$ cat src/rtl/sgdt_ram.sv
// ----------------------------------------------------------------------------
// sgdt_ram
// Generic RAM: one write port, two read ports, registered read data.
// ----------------------------------------------------------------------------
module sgdt_ram #(
    parameter int WIDTH = 8,
    parameter int DEPTH = 16
) (
    input  logic                     i_clk,
    input  logic                     i_we,
    input  logic [$clog2(DEPTH)-1:0] i_waddr,
    input  logic [WIDTH-1:0]         i_wdata,
    input  logic [$clog2(DEPTH)-1:0] i_raddr_a,
    output logic [WIDTH-1:0]         o_rdata_a,
    input  logic [$clog2(DEPTH)-1:0] i_raddr_b,
    output logic [WIDTH-1:0]         o_rdata_b
);

    logic [WIDTH-1:0] r_mem [DEPTH];

    // write port
    always_ff @(posedge i_clk) begin
        if (i_we) begin
            r_mem[i_waddr] <= i_wdata;
        end
    end

    // registered reads
    always_ff @(posedge i_clk) begin
        o_rdata_a <= r_mem[i_raddr_a];
        o_rdata_b <= r_mem[i_raddr_b];
    end

endmodule

$ cat config.mk
export PLATFORM = sky130hd
export DESIGN_NAME = sgdt_ram
export DESIGN_NICKNAME = d
export VERILOG_FILES = /design/src/rtl/sgdt_ram.sv
export SDC_FILE = /design/constraint.sdc
export NUM_CORES = 1
export LEC_CHECK = 0
export BUFFER_PORTS_ARGS = -buffer_cell sky130_fd_sc_hd__clkbuf_2
export CORE_MARGIN = 2
export CORE_UTILIZATION = 55
export DETAILED_ROUTE_END_ITERATION = 10
export PLACE_DENSITY = 0.76
export RECOVER_POWER = 100
export SYNTH_ARGS = -nofsm -noshare
export SYNTH_HDL_FRONTEND = slang
export SYNTH_SLANG_ARGS = --single-unit
$ cat constraint.sdc
create_clock -name i_clk -period 1.6 [get_ports i_clk]
set_clock_uncertainty 0.15 [all_clocks]
set_input_delay 0.08 -clock i_clk [delete_from_list [all_inputs] [get_ports i_clk]]
set_output_delay 0.08 -clock i_clk [all_outputs]
set_load 0.05 [all_outputs]
==> results list <==
- Dividing the final minimum period by the clock period gives 99.82%.
* # IOs: 38
* Clock power share: 45.0%
* Worst stage delay on the critical path: 0.51 ns
* Met1 GRT Util: 33.02%
- The slowest stage of the critical path is the mux4_2 cell.
* Cell-internal power: 7268 µW
* Power Density: 1228 nW/µm²
* Max Root-Sink Buffers: 2
* TritonCTS clock tree: built
* Area of combinational cells with multiple inputs: 2024 µm²
- Later-pin clock latency in the skew report: 0.41 ns
- Clock root buffer: clkbuf_16
- Avg Vias per Cell: 6.560
- PortBufs: 37
- For this design the total switching power over the nets is 1982 µW.
- TritonCTS sink count: 144
- The final number of max-transition violations came to 0.
- The first TritonRoute pass finished after 5 iterations.
- Clock-pin slew reported for the worst setup and hold paths after clock tree synthesis: 0.06 ns
- Combinational family with the most area after synthesis: multiplexers
- Die Height: 111.4 µm
- In this run the worst path has a maximum fanout of 2.
* Adder-cell share of the synthesized area: 0%
* RSZ-0062 raised after global routing: false
- Standard cell core area: 11320 µm²
* Pin slew with the least headroom to its limit: 0.8718 ns
- Routed WL per cell: 26.22 µm
* Final-stage net count: 411
- The detailed router placed 3562 vias in this run.
- The synthesized netlist contains 20 unique library cells.
- STA puts the critical path data arrival time at 1.73 ns.
- Entering global routing, the biggest net connects 26 pins.
- Synth Area in XOR/XNOR: 0%
- The tightest min-delay check is of the input pin to register type.
- Worst setup EP type: register
- In this run, flip-flops and latches consume 46.1% of the power.
- The worst-case IR drop observed on VDD is 0.6669 mV.
* Met3 GRT Util: 5.988%
- All-Layer GR Usage: 24.14%
- From synthesis to final layout, the design area changed by 18.73%.
* Final critical-path required period: 1.597 ns
- In this run the remaining antenna-violating nets after routing total 0.
* Via count of the first global-routing pass: 3615
- The worst setup path is launched from a register.
* Starting density of the core: 56.06%
* Max-slew headroom at the worst pin: 41.76%
- At the end of routability-driven placement, the weighted congestion stood at 0.7979.
- Fraction of the mapped netlist area in compound gates: 3.785%
- The setup path with the least slack is of type register to register.
- Synthesized-area fraction occupied by and/or/nand/nor cells: 3.431%
- After technology mapping, the gate count stands at 307.
- Final design area excluding fillers: 7535 µm²
* Most frequent standard cell in the layout excluding fill and tap cells: edfxtp_1
- Combinational fraction of design power: 8.9%
* H-tree depth: 4
* Total length of routed wires: 14.24 mm
- The number of antenna diodes in the final layout is 0.
- Total placed instance area: 6915 µm²
- Synthesis produced a netlist with a net count of 329.
* Detailed placement HPWL: 9.050 mm
- The die covers 12410 µm².
- In the layout the commonest cells are 128 x edfxtp_1, 39 x clkbuf_1, 34 x mux4_2, 29 x a22oi_1, 28 x mux4_1.
* Global-route wire length before repair: 21.51 mm
- Share of final-layout standard cells stronger than drive strength 1: 26.00%
* Number of design-rule violations left by the first detailed-router iteration: 457
- Endpoint required time on the critical path: 1.73 ns
* Share of synthesized area occupied by flip-flops and latches: 65.62%
* Sequential cell area: 4164 µm²
* Mean post-synth cell area: 20.67 µm²
* Post-CTS setup-driven buffer insertion count: 0
* Layer carrying the most global-route usage: met2
- Yosys printed 0 warnings.
- The flow ran to the end, and the final reports show no timing, DRC or antenna violations.
- The number of antenna violations at the first check in global routing was 0.
- Summed over all cells, the static leakage comes to 0.002580 µW.
* Filler cell count: 748
* Highest attainable clock frequency: 626.1 MHz
- After global routing the overflow that remains totals 0.
- DRC violations left: 0
* Switching share of total power: 21.43%
- Across the run, the number of max-cap violations was 0.
- Cells fill 66.56% of the core in the end.
- After synthesis, the share of cell area in mux cells is 24.45%.
- Setup violations remaining at the end of the flow were counted as 0.
- Post-synthesis instance area: 6346 µm²
- The initialized floorplan defines 39 standard-cell rows.
- Ordered cell list for the critical path: mux4_2, a22oi_1, nand2_1
- Chip Width: 111.4 µm
- For met2 alone, demand over resource in global routing was 39.19%.
* Endpoints failing hold: 0
* CTS buffer count: 17
* Yosys reg bits: 144
* Setup total negative slack: 0 ns
[sequential cells by signal (all words and copies together) (netlist names)]
| name | count |
|---|---|
| o_rdata_a | 8 |
| o_rdata_b | 8 |
| r_mem | 128 |
[stage by stage]
| step | setup WS (ns) | power (µW) | hold WS [ns] | cells |
|---|---|---|---|---|
| 2_1_floorplan | 0.1039 | 4866 | 0.02887 | 307 |
| 3_3_place_gp | -0.1627 | 5136 | 0.3347 | 505 |
| 3_5_place_dp | -0.1573 | 5152 | 0.3419 | 505 |
| 4_1_cts | 0.003400 | 9310 | 0.07375 | 543 |
| 5_1_grt | 0.002727 | 9508 | 0.1026 | 543 |
| 6_report | 0.002901 | 9251 | 0.08820 | 543 |
[repair_timing]
item                                   in CTS  in global routing
setup endpoints to repair                   0                  4
gates resized for setup                     0                  4
hold buffers                                8                  0
endpoints found under the hold margin     128                  0
[per-layer routing]
layer	part of all wire (%)	wire (µm)	vias to the layer above
met5	0	0	-
met4	1.9	274	0
met3	8.1	1153	27
met2	50	7181	181
met1	40	5629	1850
li1	-	-	1504
[worst paths after layout]
kind / from / end / slack [ns] / cells past startpoint
setup reg to reg: r_mem[3][4] / o_rdata_b[4] / 0.003 / 3
hold reg to reg: r_mem[14][7] / o_rdata_a[7] / 0.55 / 3
hold / removal: i_raddr_b[1] / o_rdata_b[0] / 0.09 / 4
setup / recovery: r_mem[3][4] / o_rdata_b[4] / 0.003 / 3
[critical path, delay by kind of cell (launching register included)]
kind               cells  cell delay, ns
AOI/OAI and AO/OA      1            0.27
DFF                    1            0.42
muxes                  1            0.51
and+or+nand+nor        1            0.12
[cell usage after synthesis]
library cell	n	share of area, %
buf_2	6	0.47
edfxtp_1	128	61
nand2_1	17	1.0
and2_1	2	0.20
nor2b_1	2	0.20
buf_6	6	1.1
nor3_1	4	0.32
a22oi_1	32	3.8
nand3_1	1	0.079
mux4_1	28	12
nor2_1	14	0.83
dfxtp_1	16	5.0
or3b_2	1	0.14
nand2b_1	2	0.20
and2b_1	2	0.24
mux4_2	34	12
nand3b_1	2	0.24
clkdlybuf4s25_2	6	0.95
buf_4	2	0.24
mux4_4	2	0.79
[power by group through the flow]
stage / sequential [µW] / combinational, µW / clock, µW
5_1_grt: 4270 / 870 / 4370
4_1_cts: 4260 / 840 / 4210
2_1_floorplan: 4490 / 380 / 0
3_3_place_gp: 4330 / 807 / 0
6_report: 4260 / 823 / 4170
3_5_place_dp: 4330 / 818 / 0
[final cells by class]
| class | instances | area share, % |
|---|---|---|
| clock buffer | 18 | 5.696 |
| clock inverter | 12 | 2.557 |
| multi-input combinational | 143 | 26.87 |
| sequential | 144 | 55.26 |
| tap | 143 | 2.375 |
| timing repair buffer | 83 | 7.240 |
[cells by family (layout without fill, tap and decap cells)]
family | after synthesis | in the layout
compound gates | 32 | 32
buf+inv | 20 | 113
flops | 144 | 144
mux | 64 | 64
simple gates | 47 | 47
Power figures use the tool's default switching activity.
